$ cat src/sv/sse_pkg.sv
// shared constants and types for the stack expression evaluator
// no dependencies; used by sse_div and stack_expression_evaluator
package sse_pkg;

    localparam int STACK_DEPTH = 8;
    localparam int VALUE_WIDTH = 16;

    localparam int PTR_W   = (STACK_DEPTH > 1) ? $clog2(STACK_DEPTH) : 1;
    localparam int CNT_W   = $clog2(STACK_DEPTH + 1);
    localparam int DIV_CW  = $clog2(VALUE_WIDTH + 1);

    typedef logic [VALUE_WIDTH-1:0] t_val;
    typedef logic [CNT_W-1:0]       t_cnt;
    typedef logic [PTR_W-1:0]       t_ptr;
    typedef logic [DIV_CW-1:0]      t_div_cnt;

    localparam t_cnt DEPTH_CNT = t_cnt'(STACK_DEPTH);

    // token codes
    localparam logic [7:0] CH_ADD  = 8'h2B;
    localparam logic [7:0] CH_SUB  = 8'h2D;
    localparam logic [7:0] CH_MUL  = 8'h2A;
    localparam logic [7:0] CH_DIV  = 8'h2F;
    localparam logic [7:0] CH_ZERO = 8'h30;
    localparam logic [7:0] CH_ONE  = 8'h31;

    // stand-in operand for an empty pop: '1' minus '0'
    localparam t_val UNF_VALUE = t_val'(int'(CH_ONE) - int'(CH_ZERO));

    // sticky flag bit positions
    localparam int FLAG_OVF = 0;
    localparam int FLAG_UNF = 1;
    localparam int FLAG_DIV = 2;

endpackage

$ cat src/sv/sse_div.sv
// iterative signed divider, one quotient bit per cycle, truncates toward zero
// depends on sse_pkg; zero divisor is handled by the caller
module sse_div (
    input  logic          i_clk,
    input  logic          i_rst_n,
    input  logic          i_start,
    input  sse_pkg::t_val i_dividend,
    input  sse_pkg::t_val i_divisor,
    output logic          o_done,
    output sse_pkg::t_val o_quot
);

    localparam int VW = sse_pkg::VALUE_WIDTH;

    logic              r_busy;
    logic              r_done;
    sse_pkg::t_div_cnt r_cnt;
    sse_pkg::t_val     r_quo;
    sse_pkg::t_val     r_rem;
    sse_pkg::t_val     r_dsr;
    logic              r_neg;

    sse_pkg::t_val     w_abs_dvd;
    sse_pkg::t_val     w_abs_dsr;
    logic [VW:0]       w_sh;
    logic [VW:0]       w_diff;
    logic              w_fit;

    assign w_abs_dvd = i_dividend[VW-1] ? (~i_dividend + 1'b1) : i_dividend;
    assign w_abs_dsr = i_divisor[VW-1]  ? (~i_divisor + 1'b1)  : i_divisor;

    assign w_sh   = {r_rem, r_quo[VW-1]};
    assign w_diff = w_sh - {1'b0, r_dsr};
    assign w_fit  = (w_sh >= {1'b0, r_dsr});

    always_ff @(posedge i_clk) begin
        if (!i_rst_n) begin
            r_busy <= 1'b0;
            r_done <= 1'b0;
            r_cnt  <= '0;
        end else begin
            r_done <= !i_start && r_busy && (r_cnt == sse_pkg::t_div_cnt'(1));
            if (i_start) begin
                r_busy <= 1'b1;
                r_cnt  <= sse_pkg::t_div_cnt'(VW);
            end else if (r_busy) begin
                r_cnt <= r_cnt - 1'b1;
                if (r_cnt == sse_pkg::t_div_cnt'(1)) begin
                    r_busy <= 1'b0;
                end
            end
        end
    end

    always_ff @(posedge i_clk) begin
        if (i_start) begin
            r_quo <= w_abs_dvd;
            r_rem <= '0;
            r_dsr <= w_abs_dsr;
            r_neg <= i_dividend[VW-1] ^ i_divisor[VW-1];
        end else if (r_busy) begin
            if (w_fit) begin
                r_rem <= w_diff[VW-1:0];
                r_quo <= {r_quo[VW-2:0], 1'b1};
            end else begin
                r_rem <= w_sh[VW-1:0];
                r_quo <= {r_quo[VW-2:0], 1'b0};
            end
        end
    end

    assign o_done = r_done;
    assign o_quot = r_neg ? (~r_quo + 1'b1) : r_quo;

endmodule

$ cat src/sv/stack_expression_evaluator.sv
// postfix expression evaluator over a value stack held in a synchronous ram
// depends on sse_pkg and sse_div
//
// Input channel: i_valid / o_stall carry one token (i_token_char, i_last) per
// transfer. Digits and other characters push their code minus '0'; '+', '-',
// '*', '/' pop the top (first) and the one below (second) and push first op
// second. A token with i_last set produces one output transfer on
// o_valid / i_stall: the last operator result (0 if none) with sticky
// overflow, underflow and divide-by-zero flags; the block then clears.
// One token at a time: o_stall stays high from acceptance until the token
// finishes. A value token is decoded and pushed; +, -, * go through two
// registered stack ram reads, then execute and write back; / also runs the
// bit-serial divider between execute and write back, unless the divisor is
// zero. A last token adds a step that loads the output register. The output
// register lets the block take new tokens while a result waits; if the
// receiver stalls when the next last token finishes, the block holds in that
// step until the register frees up.
// Reset (synchronous, active low) empties the stack and clears the last
// result, flags and output valid; stack ram contents are not cleared.
module stack_expression_evaluator (
    input  logic                                    i_clk,
    input  logic                                    i_rst_n,
    input  logic                                    i_valid,
    output logic                                    o_stall,
    input  logic [7:0]                              i_token_char,
    input  logic                                    i_last,
    output logic                                    o_valid,
    input  logic                                    i_stall,
    output logic signed [sse_pkg::VALUE_WIDTH-1:0] o_value,
    output logic                                    o_overflow_seen,
    output logic                                    o_underflow_seen,
    output logic                                    o_divide_by_zero_seen
);

    localparam logic [2:0] ST_IDLE   = 3'd0;
    localparam logic [2:0] ST_DECODE = 3'd1;
    localparam logic [2:0] ST_RD1    = 3'd2;
    localparam logic [2:0] ST_RD2    = 3'd3;
    localparam logic [2:0] ST_EXEC   = 3'd4;
    localparam logic [2:0] ST_DIV    = 3'd5;
    localparam logic [2:0] ST_PUSH   = 3'd6;
    localparam logic [2:0] ST_FIN    = 3'd7;

    // stack ram
    sse_pkg::t_val mem [sse_pkg::STACK_DEPTH];
    sse_pkg::t_val r_rdata;

    logic [2:0]    r_state;
    logic [2:0]    n_state;
    logic [7:0]    r_tok;
    logic          r_last;
    sse_pkg::t_cnt r_cnt;
    sse_pkg::t_val r_last_res;
    logic [2:0]    r_flags;
    logic          r_a_ok;
    logic          r_b_ok;
    sse_pkg::t_val r_op_a;
    sse_pkg::t_val r_op_b;
    sse_pkg::t_val r_res;

    logic          r_out_valid;
    sse_pkg::t_val r_out_value;
    logic [2:0]    r_out_flags;

    logic          w_is_op;
    sse_pkg::t_val w_tok_val;
    sse_pkg::t_cnt w_cnt_m1;
    sse_pkg::t_cnt w_cnt_m2;
    sse_pkg::t_ptr w_raddr;
    logic          w_push_step;
    logic          w_room;
    logic          w_we;
    sse_pkg::t_val w_wdata;
    logic          w_out_free;
    logic          w_div_start;
    logic          w_div_done;
    sse_pkg::t_val w_div_quot;

    assign w_is_op = (r_tok == sse_pkg::CH_ADD) || (r_tok == sse_pkg::CH_SUB) ||
                     (r_tok == sse_pkg::CH_MUL) || (r_tok == sse_pkg::CH_DIV);
    assign w_tok_val = sse_pkg::t_val'(int'(r_tok) - int'(sse_pkg::CH_ZERO));

    assign w_cnt_m1 = r_cnt - sse_pkg::t_cnt'(1);
    assign w_cnt_m2 = r_cnt - sse_pkg::t_cnt'(2);
    assign w_raddr  = (r_state == ST_RD1) ? w_cnt_m2[sse_pkg::PTR_W-1:0]
                                          : w_cnt_m1[sse_pkg::PTR_W-1:0];

    assign w_push_step = ((r_state == ST_DECODE) && !w_is_op) || (r_state == ST_PUSH);
    assign w_room      = (r_cnt < sse_pkg::DEPTH_CNT);
    assign w_we        = w_push_step && w_room;
    assign w_wdata     = (r_state == ST_PUSH) ? r_res : w_tok_val;

    assign w_out_free  = !r_out_valid || !i_stall;
    assign w_div_start = (r_state == ST_EXEC) && (r_tok == sse_pkg::CH_DIV) &&
                         (r_op_b != '0);

    always_ff @(posedge i_clk) begin
        if (w_we) begin
            mem[r_cnt[sse_pkg::PTR_W-1:0]] <= w_wdata;
        end
        r_rdata <= mem[w_raddr];
    end

    sse_div u_div (
        .i_clk      (i_clk),
        .i_rst_n    (i_rst_n),
        .i_start    (w_div_start),
        .i_dividend (r_op_a),
        .i_divisor  (r_op_b),
        .o_done     (w_div_done),
        .o_quot     (w_div_quot)
    );

    always_comb begin
        n_state = r_state;
        case (r_state)
            ST_IDLE:   if (i_valid) n_state = ST_DECODE;
            ST_DECODE: begin
                if (w_is_op) n_state = ST_RD1;
                else         n_state = r_last ? ST_FIN : ST_IDLE;
            end
            ST_RD1:    n_state = ST_RD2;
            ST_RD2:    n_state = ST_EXEC;
            ST_EXEC:   n_state = w_div_start ? ST_DIV : ST_PUSH;
            ST_DIV:    if (w_div_done) n_state = ST_PUSH;
            ST_PUSH:   n_state = r_last ? ST_FIN : ST_IDLE;
            ST_FIN:    if (w_out_free) n_state = ST_IDLE;
            default:   n_state = ST_IDLE;
        endcase
    end

    // control state
    always_ff @(posedge i_clk) begin
        if (!i_rst_n) begin
            r_state     <= ST_IDLE;
            r_cnt       <= '0;
            r_last_res  <= '0;
            r_flags     <= '0;
            r_out_valid <= 1'b0;
        end else begin
            r_state <= n_state;
            if ((r_state == ST_FIN) && w_out_free) r_out_valid <= 1'b1;
            else if (r_out_valid && !i_stall)      r_out_valid <= 1'b0;
            case (r_state)
                ST_DECODE, ST_PUSH: begin
                    if (w_push_step) begin
                        if (w_room) r_cnt <= r_cnt + 1'b1;
                        else        r_flags[sse_pkg::FLAG_OVF] <= 1'b1;
                    end
                    if (r_state == ST_PUSH) r_last_res <= r_res;
                end
                ST_RD2: begin
                    r_cnt <= r_cnt - sse_pkg::t_cnt'(r_a_ok) - sse_pkg::t_cnt'(r_b_ok);
                    if (!r_b_ok) r_flags[sse_pkg::FLAG_UNF] <= 1'b1;
                end
                ST_EXEC: begin
                    if ((r_tok == sse_pkg::CH_DIV) && (r_op_b == '0))
                        r_flags[sse_pkg::FLAG_DIV] <= 1'b1;
                end
                ST_FIN: begin
                    if (w_out_free) begin
                        r_cnt       <= '0;
                        r_last_res  <= '0;
                        r_flags     <= '0;
                    end
                end
                default: begin
                end
            endcase
        end
    end

    // payload registers
    always_ff @(posedge i_clk) begin
        if ((r_state == ST_IDLE) && i_valid) begin
            r_tok  <= i_token_char;
            r_last <= i_last;
        end
        if (r_state == ST_DECODE) r_a_ok <= (r_cnt != '0);
        if (r_state == ST_RD1) begin
            r_b_ok <= (r_cnt >= sse_pkg::t_cnt'(2));
            r_op_a <= r_a_ok ? r_rdata : sse_pkg::UNF_VALUE;
        end
        if (r_state == ST_RD2) r_op_b <= r_b_ok ? r_rdata : sse_pkg::UNF_VALUE;
        if (r_state == ST_EXEC) begin
            case (r_tok)
                sse_pkg::CH_ADD: r_res <= r_op_a + r_op_b;
                sse_pkg::CH_SUB: r_res <= r_op_a - r_op_b;
                sse_pkg::CH_MUL: r_res <= sse_pkg::t_val'(r_op_a * r_op_b);
                default:         r_res <= '0;
            endcase
        end
        if ((r_state == ST_DIV) && w_div_done) r_res <= w_div_quot;
        if ((r_state == ST_FIN) && w_out_free) begin
            r_out_value <= r_last_res;
            r_out_flags <= r_flags;
        end
    end

    assign o_stall               = (r_state != ST_IDLE);
    assign o_valid               = r_out_valid;
    assign o_value               = r_out_value;
    assign o_overflow_seen       = r_out_flags[sse_pkg::FLAG_OVF];
    assign o_underflow_seen      = r_out_flags[sse_pkg::FLAG_UNF];
    assign o_divide_by_zero_seen = r_out_flags[sse_pkg::FLAG_DIV];

endmodule
$ cat config.mk
export PLATFORM = sky130hd
export DESIGN_NAME = stack_expression_evaluator
export DESIGN_NICKNAME = d
export VERILOG_FILES = /design/src/sv/sse_pkg.sv /design/src/sv/sse_div.sv /design/src/sv/stack_expression_evaluator.sv
export SDC_FILE = /design/constraint.sdc
export NUM_CORES = 1
export LEC_CHECK = 0
export BUFFER_PORTS_ARGS = -buffer_cell sky130_fd_sc_hd__buf_4
export CORE_AREA = 2 2 205 207
export DETAILED_ROUTE_END_ITERATION = 7
export DIE_AREA = 0 0 207 209
export GPL_ROUTABILITY_DRIVEN = 0
export HOLD_SLACK_MARGIN = 0.02
export PLACE_DENSITY_LB_ADDON = 0.25
export SLEW_MARGIN = 20
export SYNTH_ARGS = -nofsm -noshare
export SYNTH_HDL_FRONTEND = slang
export SYNTH_SLANG_ARGS = --single-unit
$ cat constraint.sdc
create_clock -name i_clk -period 10.8 [get_ports i_clk]
set_clock_uncertainty 0.15 [all_clocks]
set_input_delay 2.7 -clock i_clk [delete_from_list [all_inputs] [get_ports i_clk]]
set_output_delay 2.7 -clock i_clk [all_outputs]
set_load 0.02 [all_outputs]
==> summary.md <==
| Metric | Value |
|---|---|
| Synth-to-Final Area Change | `9.48%` |
| Worst slew pin tran | `1.09 ns` |
| Final Util | `48.6%` |
| EDFF count, synth | `between 200 and 250` |
| Fraction of layout cells with a size suffix above 1 | `9.16%` |
| I/O pin count | `34` |
| Wire per inst | `20.0 µm` |
| Cell row count | `75` |
| RSZ-0062 raised after global routing | `no` |
| Total of max-cap violations | `0` |
| # setup viols final | `0` |
| Root buffer cell | `clkbuf_16` |
| IO buf count | `33` |
| Synth Instances | `1624` |
| Fmax achieved | `about 160 MHz` |
| Period utilization | `57.1%` |
| Initial antenna violation count | `0` |
| Deepest clock path buffer count | `3` |
| Vias | `roughly 12k` |
| Final min period | `just over 6 ns` |
| Endpoints failing hold | `0` |
| Vias in the first global route | `approximately 12k` |
| Rel. slew slack | `roughly 27%` |
| Ys Warns | `0` |
| CTS clk-pin slew, worst paths | `0.06 ns` |
| Setup Fix Bufs, Post-CTS | `0` |
| Status | `finished clean` |
| H-tree lvl count | `1` |
| Ant diodes | `0` |
| NumNets Final | `~1.8k` |
| Antenna violation net count after detailed routing | `0` |
| Worst Setup Slack, final | `4.63 ns` |
| #FFs+latches synth | `305` |
| Post-synth cell types | `73` |
| Worst hold path type | `flip-flop to flip-flop` |
| Predominant post-synthesis flop cell | `edfxtp_1` |
| GRT overflow | `0` |
| Largest net degree at the start of global routing | `50` |
| Drt via density | `approximately 5.5` |
| Max-slew violation count | `0` |
| Cells after DPL | `~2.1k` |
| Worst setup EP type | `flip-flop` |
| Critical path class | `flip-flop to flip-flop` |
| CTS tree | `built` |
| Die Span Y | `between 200 and 250 µm` |
| Setup TNS | `0 ns` |
| Post-synthesis sequential area ratio | `between 40% and 50%` |
| Worst endpoint required time | `~11 ns` |
| Crit-path max FO | `17` |
| # DRC | `0` |
| Die width | `between 200 and 250 µm` |
| Nature of the critical path startpoint | `flip-flop` |
| Syn_area_per_cell | `between 10 and 15 µm²` |
| Total die area | `roughly 43000 µm²` |
| CP arrival | `6.32 ns` |
| Starting Density | `44.4%` |
| CTS Hold Bufs | `0` |
| First-pass iteration count of the detailed router | `5` |
| CTS Buf Count | `31` |
| Worst slack at placement | `around 4.7 ns` |
| Async SR Flop Fraction | `0%` |
| Final wirelength | `about 44000 µm` |
| Tot GR Track Use | `between 20% and 30%` |
| First-pass GRT wire length | `about 69000 µm` |
| Later-pin clock latency in the skew report | `0.59 ns` |
| # fillers | `about 3.8k` |
| Finished Layout Cells | `~2.2k` |
| Dpl hpwl | `approximately 30000 µm` |
| Post-CTS Resized | `0` |
| Sink Count | `305` |
| Mapped Area | `18300 µm²` |
| CORE AREA | `a little over 40000 µm²` |
| Post-Syn Nets | `1816` |
| DRT iter0 DRCs | `slightly below 1k` |
-- synth_stat cells (19+ instances only) --
library cell  number  area, µm²
edfxtp_1         239       7180
nand2_1          192        721
inv_1            155        582
and2_1           110        688
ha_1              96       1200
a21oi_1           88        440
fa_1              83       1660
xnor2_1           69        604
clkbuf_1          66        248
dfxtp_1           66       1320
o21ai_0           63        315
nor2_1            52        195
xor2_1            51        447
mux4_2            32        721
nor3_1            19       95.1
-- cells by family after synthesis --
group	Yosys count	share of synthesized area [%]
AO/OA/AOI/OAI	241	8.13
buffers and inverters	233	4.94
XOR/XNOR	121	5.86
AND/OR/NAND/NOR	479	13.2
multiplexers	66	5.91
flip-flops	305	46.4
adder cells (fa/ha/maj)	179	15.6
-- layer usage --
layer	vias up	wire length, µm	share of wire (%)	track usage [%]
met3	63	2380	5.4	2.80
met4	0	1060	2.4	5.59
met2	333	20700	47	33.3
li1	5632	-	-	-
met1	5956	19700	45	28.8
met5	-	0	0	0
-- registers in the layout, summed over array words and instances, names as in the netlist, 3 cells and up --
name,cells
r_last_res,16
r_res,16
mem,128
r_op_a,16
u_div.r_quo,16
r_op_b,16
r_flags,3
r_cnt,4
u_div.r_rem,16
u_div.r_dsr,16
r_rdata,16
u_div.r_cnt,5
r_state,3
r_tok,8
o_value,16
r_out_flags,3
-- path summary, 6_finish.rpt --
path,from,end,slack (ns),cells after the start
max,r_op_b[3],r_res[14],4.63,17
min,r_last_res[0],o_value[0],0.27,0
max reg2reg,r_op_b[3],r_res[14],4.63,17
min reg2reg,r_last_res[0],o_value[0],0.27,0
-- metrics by stage --
step	hold WS [ns]	area, µm²
5_1_grt	0.290	20100
6_report	0.275	20100
2_1_floorplan	0.258	18300
3_3_place_gp	0.266	19000
4_1_cts	0.278	20100
3_5_place_dp	0.270	19000
-- cells in the final DEF, fill, tap and decap left out, types with 63 or more instances in the layout --
cell and count:
a21oi_1 88, inv_1 155, and2_1 110, edfxtp_1 239, dfxtp_1 66, nand2_1 192
xnor2_1 68, o21ai_0 63, fa_1 83, ha_1 96
-- cell type report --
| cell class | count | area [µm²] | area share [%] |
|---|---|---|---|
| Sequential cell | 305 | 8500 | 42.4 |
| Inverter | 156 | 586 | 2.92 |
| Multi-Input combinational cell | 1086 | 8950 | 44.6 |
| Clock inverter | 14 | 190 | 0.948 |
| Clock buffer | 44 | 835 | 4.16 |
| Timing Repair Buffer | 44 | 330 | 1.65 |
| Tap cell | 539 | 674 | 3.36 |
-- critical path: stages (launching register included) --
cell,delay [ns]
edfxtp_1,0.85
nand2_1,0.18
fa_1,0.59
fa_1,0.43
fa_1,0.48
fa_1,0.49
inv_1,0.05
fa_1,0.54
inv_1,0.06
fa_1,0.53
inv_1,0.04
ha_1,0.34
a21o_1,0.20
a41oi_1,0.24
o21ai_0,0.16
xor2_1,0.16
a221oi_1,0.28
a21oi_1,0.07
Power is left out: the tool's default activity adds up to more than one toggle a clock period on the data nets, which glitch-free logic cannot reach.
